$ cat config.mk
export PLATFORM = sky130hd
export DESIGN_NAME = delimited_frame_receiver
export DESIGN_NICKNAME = d
export VERILOG_FILES = /design/src/hdl/dfr_pkg.sv /design/src/hdl/dfr_parser.sv /design/src/hdl/delimited_frame_receiver.sv
export SDC_FILE = /design/constraint.sdc
export NUM_CORES = 1
export LEC_CHECK = 0
export CAP_MARGIN = 20
export CORE_MARGIN = 2
export CORE_UTILIZATION = 30
export CTS_BUF_LIST = sky130_fd_sc_hd__clkbuf_4 sky130_fd_sc_hd__clkbuf_8 sky130_fd_sc_hd__clkbuf_16
export DETAILED_ROUTE_END_ITERATION = 6
export DONT_BUFFER_PORTS = 1
export GPL_ROUTABILITY_DRIVEN = 0
export MAX_ROUTING_LAYER = met4
export SLEW_MARGIN = 30
export SYNTH_ARGS = -nofsm -noshare
export SYNTH_HDL_FRONTEND = slang
export SYNTH_HIERARCHICAL = 1
export SYNTH_SLANG_ARGS = --single-unit
$ cat constraint.sdc
create_clock -name clk_i -period 3.95 [get_ports clk_i]
set_clock_uncertainty 0.2 [all_clocks]
set_input_delay 0.79 -clock clk_i [delete_from_list [all_inputs] [get_ports clk_i]]
set_output_delay 0.79 -clock clk_i [all_outputs]
set_load 0.05 [all_outputs]
$ cat src/hdl/dfr_pkg.sv
`timescale 1ns / 1ps
// ----------------------------------------------------------------------------
// Delimited frame receiver package
// Shared types and register codes for the delimited frame receiver.
// ----------------------------------------------------------------------------
package dfr_pkg;

  // Number of frame bytes released with a closed frame (positions 1 to 6).
  localparam int unsigned FieldCount = 6;

  // Configuration register indexes.
  typedef enum logic [0:0] {
    REG_START_CHAR = 1'b0,
    REG_END_CHAR   = 1'b1
  } cfg_reg_e;

  typedef logic [7:0] byte_t;

  // Fields of one closed frame.
  typedef struct packed {
    byte_t command;
    byte_t group_class;
    byte_t content_0;
    byte_t content_1;
    byte_t content_2;
    byte_t content_3;
  } frame_res_t;

endpackage

$ cat src/hdl/dfr_parser.sv
`timescale 1ns / 1ps
// ----------------------------------------------------------------------------
// Delimited frame parser
// Tracks the frame state for each accepted byte and flags a closed frame
// together with its six released bytes in the same cycle.
// ----------------------------------------------------------------------------
module dfr_parser #(
  parameter int unsigned BufBytes = 16
) (
  input  logic               clk_i,
  input  logic               rst_ni,
  input  logic               accept_i,
  input  logic [7:0]         rx_byte_i,
  input  logic [7:0]         start_char_i,
  input  logic [7:0]         end_char_i,
  output logic               res_valid_o,
  output dfr_pkg::frame_res_t res_o
);
  import dfr_pkg::*;

  localparam int unsigned PosW = $clog2(BufBytes + 1);

  logic            in_frame_q, in_frame_d;
  logic [PosW-1:0] pos_q, pos_d;
  byte_t           bytes_q [FieldCount];
  byte_t           bytes_d [FieldCount];
  byte_t           bytes_w [FieldCount];

  logic [PosW-1:0] pos_inc;
  logic [PosW-1:0] pos_adv;
  logic            is_start, is_end, open_frame;

  assign is_start = (rx_byte_i == start_char_i);
  assign is_end   = (rx_byte_i == end_char_i);
  assign pos_inc  = pos_q + PosW'(1);
  // The position saturates at the store size.
  assign pos_adv  = (pos_q < PosW'(BufBytes)) ? pos_inc : pos_q;

  assign open_frame = accept_i && is_start;

  always_comb begin
    for (int k = 0; k < FieldCount; k++) begin
      bytes_w[k] = bytes_q[k];
      if (accept_i && in_frame_q && (pos_adv == PosW'(k + 1))) begin
        bytes_w[k] = rx_byte_i;
      end
      bytes_d[k] = open_frame ? '0 : bytes_w[k];
    end
  end

  always_comb begin
    in_frame_d  = in_frame_q;
    pos_d       = pos_q;
    res_valid_o = 1'b0;
    if (open_frame) begin
      in_frame_d = 1'b1;
      pos_d      = '0;
    end else if (accept_i && in_frame_q) begin
      pos_d = pos_adv;
      if (is_end) begin
        in_frame_d  = 1'b0;
        res_valid_o = 1'b1;
      end else if (pos_adv == PosW'(BufBytes)) begin
        // Overflow: the frame is dropped without a result.
        in_frame_d = 1'b0;
      end
    end
  end

  assign res_o.command     = bytes_w[0];
  assign res_o.group_class = bytes_w[1];
  assign res_o.content_0   = bytes_w[2];
  assign res_o.content_1   = bytes_w[3];
  assign res_o.content_2   = bytes_w[4];
  assign res_o.content_3   = bytes_w[5];

  always_ff @(posedge clk_i or negedge rst_ni) begin
    if (!rst_ni) begin
      in_frame_q <= 1'b0;
      pos_q      <= '0;
      for (int k = 0; k < FieldCount; k++) begin
        bytes_q[k] <= '0;
      end
    end else begin
      in_frame_q <= in_frame_d;
      pos_q      <= pos_d;
      for (int k = 0; k < FieldCount; k++) begin
        bytes_q[k] <= bytes_d[k];
      end
    end
  end

endmodule

$ cat src/hdl/delimited_frame_receiver.sv
`timescale 1ns / 1ps
// ----------------------------------------------------------------------------
// Delimited frame receiver
// Collects serial bytes between a start and an end character and releases
// the command, group and four content bytes of each closed frame.
// ----------------------------------------------------------------------------
// Usage:
// The input channel carries one received byte per item (in_valid_i,
// in_stall_o, rx_byte_i). The output channel carries one item per closed
// frame with six byte fields (out_valid_o, out_stall_i).
// A byte is taken every cycle while in_stall_o is low, so the sustained
// rate is one item per cycle. An accepted end byte's result is registered
// in the output register, or in the skid register while the output stalls.
// The user must write start and end characters through cfg_we_i, cfg_idx_i
// and cfg_data_i only while the block is idle, which it does not enforce.
// Reset clears the frame state, sets the start character to 0 and the end
// character to 255, and empties the output.
// When the receiver stalls, a second result is held in a skid register;
// in_stall_o rises only while that skid register is occupied, which frees
// the input again as soon as the receiver takes the waiting result.
// ----------------------------------------------------------------------------
module delimited_frame_receiver #(
  parameter int unsigned BUF_BYTES = 16
) (
  input  logic       clk_i,
  input  logic       rst_ni,
  input  logic       cfg_we_i,
  input  logic [0:0] cfg_idx_i,
  input  logic [7:0] cfg_data_i,
  input  logic       in_valid_i,
  output logic       in_stall_o,
  input  logic [7:0] rx_byte_i,
  output logic       out_valid_o,
  input  logic       out_stall_i,
  output logic [7:0] command_o,
  output logic [7:0] group_class_o,
  output logic [7:0] content_0_o,
  output logic [7:0] content_1_o,
  output logic [7:0] content_2_o,
  output logic [7:0] content_3_o
);
  import dfr_pkg::*;

  byte_t      start_char_q, end_char_q;
  logic       in_accept;
  logic       res_valid;
  frame_res_t res;

  logic       out_valid_q, skid_valid_q;
  frame_res_t out_q, skid_q;
  logic       out_pop;

  always_ff @(posedge clk_i or negedge rst_ni) begin
    if (!rst_ni) begin
      start_char_q <= 8'd0;
      end_char_q   <= 8'd255;
    end else if (cfg_we_i) begin
      unique case (cfg_reg_e'(cfg_idx_i))
        REG_START_CHAR: start_char_q <= cfg_data_i;
        REG_END_CHAR:   end_char_q   <= cfg_data_i;
        default: ;
      endcase
    end
  end

  assign in_stall_o = skid_valid_q;
  assign in_accept  = in_valid_i && !skid_valid_q;

  dfr_parser #(
    .BufBytes(BUF_BYTES)
  ) u_parser (
    .clk_i       (clk_i),
    .rst_ni      (rst_ni),
    .accept_i    (in_accept),
    .rx_byte_i   (rx_byte_i),
    .start_char_i(start_char_q),
    .end_char_i  (end_char_q),
    .res_valid_o (res_valid),
    .res_o       (res)
  );

  assign out_pop = out_valid_q && !out_stall_i;

  always_ff @(posedge clk_i or negedge rst_ni) begin
    if (!rst_ni) begin
      out_valid_q  <= 1'b0;
      skid_valid_q <= 1'b0;
    end else if (out_pop || !out_valid_q) begin
      if (skid_valid_q) begin
        out_valid_q  <= 1'b1;
        skid_valid_q <= res_valid;
      end else begin
        out_valid_q <= res_valid;
      end
    end else if (res_valid) begin
      skid_valid_q <= 1'b1;
    end
  end

  always_ff @(posedge clk_i) begin
    if (out_pop || !out_valid_q) begin
      if (skid_valid_q) begin
        out_q  <= skid_q;
        skid_q <= res;
      end else begin
        out_q <= res;
      end
    end else if (res_valid) begin
      skid_q <= res;
    end
  end

  assign out_valid_o   = out_valid_q;
  assign command_o     = out_q.command;
  assign group_class_o = out_q.group_class;
  assign content_0_o   = out_q.content_0;
  assign content_1_o   = out_q.content_1;
  assign content_2_o   = out_q.content_2;
  assign content_3_o   = out_q.content_3;

`ifndef ASSERT_OFF
  // The skid register only fills behind a held output register.
  a_skid_behind_out: assert property (@(posedge clk_i) disable iff (!rst_ni)
    skid_valid_q |-> out_valid_q)
    else $error("skid register valid while output register empty");

  // A result produced behind a stalled output lands in the skid register.
  a_result_kept: assert property (@(posedge clk_i) disable iff (!rst_ni)
    (res_valid && out_valid_q && out_stall_i) |=> skid_valid_q)
    else $error("result lost behind stalled output");

  // A result comes only from an accepted byte.
  a_result_from_item: assert property (@(posedge clk_i) disable iff (!rst_ni)
    res_valid |-> in_accept)
    else $error("result without an accepted item");

  // A waiting skid entry moves to the output when the output drains.
  a_skid_refill: assert property (@(posedge clk_i) disable iff (!rst_ni)
    (out_pop && skid_valid_q) |=> out_valid_q)
    else $error("skid entry not moved to output");
`endif

endmodule
---- Yosys cells after proc, flatten, opt, wreduce, memory -nomap -nowiden ----
Cells that the tools add are included.
word-level totals
  output and inout bits ................... 50
  word-level logic and storage cells ...... 88
  input port bits ......................... 22
  flip-flop bits (word level) ............. 168
operators by class
  reduce and logical (&&, ||, !) cells .... 21
  muxes and demuxes ....................... 30
  $lt $le $gt $ge ......................... 1
  $add $sub $neg .......................... 1
  bitwise operators ....................... 1
  equality and inequality tests ........... 10
operators by type and width
  kind                   number
  $mux W48               4
  $mux W8                12
  $eq A8 B8 Y1           2
  $eq A5 B3 Y1 const B   3
  $mux W5                3
  $mux W1                11
  $eq A5 B2 Y1 const B   2
  $logic_and A1 B1 Y1    10
  $reduce_and A2 Y1      4
  $add A5 B1 Y5 const B  1
  $eq A5 B1 Y1 const B   1
  $eq A5 B5 Y1 const B   1
  $lt A5 B5 Y1 const B   1
  $reduce_bool A2 Y1     2
  $logic_not A1 Y1       3
  $reduce_bool A3 Y1     1
  $ne A2 B2 Y1 const B   1
  $logic_or A1 B1 Y1     1
  $not A1 Y1             1

---- Logic depth before layout (Yosys ltp) ----
  depth in word-level cells ............... 7
  depth in mapped cells ................... 10
  gate-level depth less buffers ........... 6

---- By module ----
The synthesis kept the hierarchy.
modules (own cells, without submodules)
  module                    area each (um^2)  cells an instance  instances  seq. area each (um^2)
  delimited_frame_receiver  4,443.0           194                1          3,343.2
  dfr_parser                3,742.3           435                1          1,351.3

---- Worst setup path before layout ----
Ideal clock, no wire load.
  path type ............................... input -> register
  from .................................... in out_stall_i
  to ...................................... reg skid_q[0] (netlist name), enable pin
  buffers on the path ..................... 0
  required time ........................... 3.365 ns
  setup time .............................. 0.385 ns
  data arrival time ....................... 2.771 ns
  path slack .............................. 0.594 ns
  cell stages on the path ................. 2
  cell sequence ........................... nand2_1 mux2_2
between the ends
  word-level cells in the longest chain between the ends .. 5
  elaborated cells between the ends (all ways) .. 6
  classes of those cells .................. eq/ne: 1; reduce/logical: 5
ends and longest elaborated chain
  element                                                       RTL line                         source
  start: declaration                                            delimited_frame_receiver.sv:34   input logic out_stall_i,
  $logic_not A1 Y1 *                                            delimited_frame_receiver.sv:82   assign out_pop = out_valid_q && !out_stall_i;
  $logic_and A1 B1 Y1 *                                         delimited_frame_receiver.sv:82
  $logic_or A1 B1 Y1 *                                          delimited_frame_receiver.sv:101  if (out_pop || !out_valid_q) begin
  $ne A2 B2 Y1 (no line) or $reduce_bool A2 Y1 (tied branches)  -
  $reduce_and A2 Y1 (no line) *                                 -
  end signal: assignment                                        delimited_frame_receiver.sv:104  skid_q <= res;
  end signal: assignment                                        delimited_frame_receiver.sv:109  skid_q <= res;
  end: declaration                                              delimited_frame_receiver.sv:50   frame_res_t out_q, skid_q;
Mark *: on every way between the ends. The rest lies on a longest branch, timed or not.
A chain may end at the register's enable or synchronous reset.

==> key figures <==
Global routing
  • Global route overflow: 0
  • Initial antenna violation count: 1
  • First-pass GRT wire length: 28400 µm
  • GRT Overall Usage: 13.3%
  • Vias in the first global route: 4868
  • Largest net degree at the start of global routing: 73

Clock network
  • Post-CTS sizing: 0
  • Root Driver: clkbuf_16
  • # H-tree levels: 4
  • CTS max path bufs: 2
  • CTS tree: built
  • Reg clk slew, reported paths: 80 ps
  • Clock tree sinks: 168
  • Number of clock buffers inserted by TritonCTS: 17
  • Worst-Skew Late Latency: 430 ps

Cells and area
  • Share of layout cells above drive strength 1: 24.1%
  • Post-route cell area: 0.00900 mm²
  • Nets: 636
  • Area Growth Syn to Fin: 10.0%
  • Filler cells: 2662
  • Non-filler cells, final: 968

Worst setup path
  • Setup crit start kind: flip-flop
  • CP Max Fanout: 32
  • Crit path kind: reg -> reg
  • Crit end category: flip-flop
  • Worst Path Arrival: 3180 ps
  • CP Data Required Time: 3930 ps

Die
  • Die Width: 169 µm
  • Floorplan core area: 0.0269 mm²
  • Die Ht: 169 µm
  • Num rows: 60
  • Initial core utilization: 30.5%
  • Die ar.: 0.0286 mm²
  • IO Count: 72

STA
  • Max Clk Rate: 312 MHz
  • RSZ-0062 raised after global routing: no
  • Period utilization: 81.0%
  • # setup viols final: 0
  • Max-slew headroom at the worst pin: 40.4%
  • Sum Neg Setup Slack: 0 ps
  • Tmin final: 3200 ps
  • Pins over their slew limit: 0
  • Final Hold Vio Count: 0
  • Least-Margin Pin Slew: 894 ps

Placement
  • Post-DP Area: 0.00839 mm²
  • Placed Cells: 934
  • # port buffers: 0
  • Detailed placement HPWL: 11600 µm

Power and ir drop
  • Pwr dens: 628 mW/mm²
  • Lkg Pwr: 3.27 nW
  • PnR Total Power: 5.66 mW
  • VDD IR max: 0.000242 V

Flow run
  • Max cap viols: 0

Synth
  • Cells after synthesis: 629
  • #FFs+latches synth: 168
  • Post-synth EDFFs: 96
  • Syn nets: 652
  • Main synth FF type: edfxtp_1
  • Avg Cell Area, Syn: 13.0 µm²
  • Fraction of registers with async set/reset: 42.9%
  • Sequential share of the synthesized area: 57.4%
  • Netlist Area Pre-Place: 0.00819 mm²
  • Syn. warnings: 6
  • Synth cell types: 59

Route
  • Routed via count: 4935
  • WL final: 18100 µm
  • Vias/cell: 5.10
  • Antenna-violating nets left: 0
  • Number of iterations in the first detailed-routing pass: 5
  • 1st-iter DRT viols: 437
  • # DRC: 0
  • WL/cell: 18.7 µm

Run status
  • Status: complete, no violations

Min path
  • Worst Hold Class: in -> async
==> metrics by stage <==
step                      utilization [%]  hold slack (ps)  setup slack (ps)
after CTS                            33.5             46.8               787
after global placement               31.2              302               730
after global routing                 33.5             52.9               531
after detailed placement             31.2              302               672
final                                33.5             45.9               749
after floorplan                         -              294               594
==> routing by layer <==
layer	up-vias	wire, µm	track usage, %
li1	2345	-	-
met1	2454	8780	18.5
met2	123	8350	19.3
met3	13	769	2.94
met4	0	230	4.24
met5	-	0	-
==> kinds of logic after synthesis <==
logic type	share of synthesized area, %
AOI/OAI and AO/OA	14.8
DFF	57.4
adders and majority gates	0.153
and+or+nand+nor	9.26
muxes	11.4
buffers and inverters	5.09
xor gates and xnor gates	1.93
==> area by class of cell <==
cell class                 instances  area, µm²  share of cell area (%)
inverter                          19       71.3                   0.792
antenna                            1       2.50                  0.0278
tap                              341        427                    4.74
multi-input combinational        394       3090                    34.3
timing repair buffer              13        134                    1.49
sequential                       168       4700                    52.2
clock inverter                    13        136                    1.51
clock buffer                      19        447                    4.96
==> final timing paths <==
check / depth (start not counted) / start / end / slack, ps
max reg2reg: 6 / u_parser/pos_q[0] / content_2_o[0] / 750
min in group clk_i: 1 / cfg_data_i[2] / start_char_q[2] / 310
max: 6 / u_parser/pos_q[0] / content_2_o[0] / 750
min reg2reg: 1 / start_char_q[2] / start_char_q[2] / 340
max in group asynchronous: 1 / rst_ni / end_char_q[4] / 3160
min: 1 / rst_ni / u_parser/bytes_q[31] / 50
==> sequential cells by signal, indices dropped and copies added (netlist names) <==
register / count
skid_q: 48
u_parser/bytes_q: 48
command_o: 8
content_0_o: 8
content_1_o: 8
content_2_o: 8
content_3_o: 8
end_char_q: 8
group_class_o: 8
start_char_q: 8
u_parser/pos_q: 5
in_stall_o: 1
out_valid_o: 1
u_parser/in_frame_q: 1
==> Yosys cell counts, types with 13 or more instances <==
cell type,number,share of area (%)
a21oi_1,47,2.9
clkbuf_1,16,0.73
mux2_4,54,9.9
inv_1,19,0.87
o21ai_0,22,1.3
o31a_1,16,1.7
a31oi_1,39,3.0
edfxtp_1,96,35
nor4_1,13,0.99
nand2_1,57,2.6
dfrtp_1,64,20
==> layout by cell type (no fill, tap or decap), drive strengths merged, types with 10 or more instances in the layout <==
master  instances
nand2          58
clkbuf         19
a21oi          47
buf            13
o31a           16
o21ai          33
inv            26
a21boi         11
mux2           65
xnor2          10
a31oi          40
edfxtp         96
dfrtp          64
a22oi          11
or3            11
nand3          12
nor4           14
==> timing repair <==
item / 4_1_cts / 5_1_grt
hold buffers: 1 / 0
buffers inserted: 0 / 0
hold endpoints to repair: 72 / 0
==> critical path, stage by stage, from the launching register on <==
cell and delay [ps]:
dfrtp_1 500, ha_1 400, nand2b_2 330, nand3_2 630, a31oi_1 420, nand2_1 180
mux2_4 290
==> where the power goes <==
part | switching [mW] | total [mW] | internal (mW)
sequential | 0.553 | 2.77 | 2.21
clock | 0.754 | 1.67 | 0.914
combinational | 0.687 | 1.22 | 0.534
total | 1.99 | 5.66 | 3.66
Note: power is estimated with default switching activity, not from simulation.
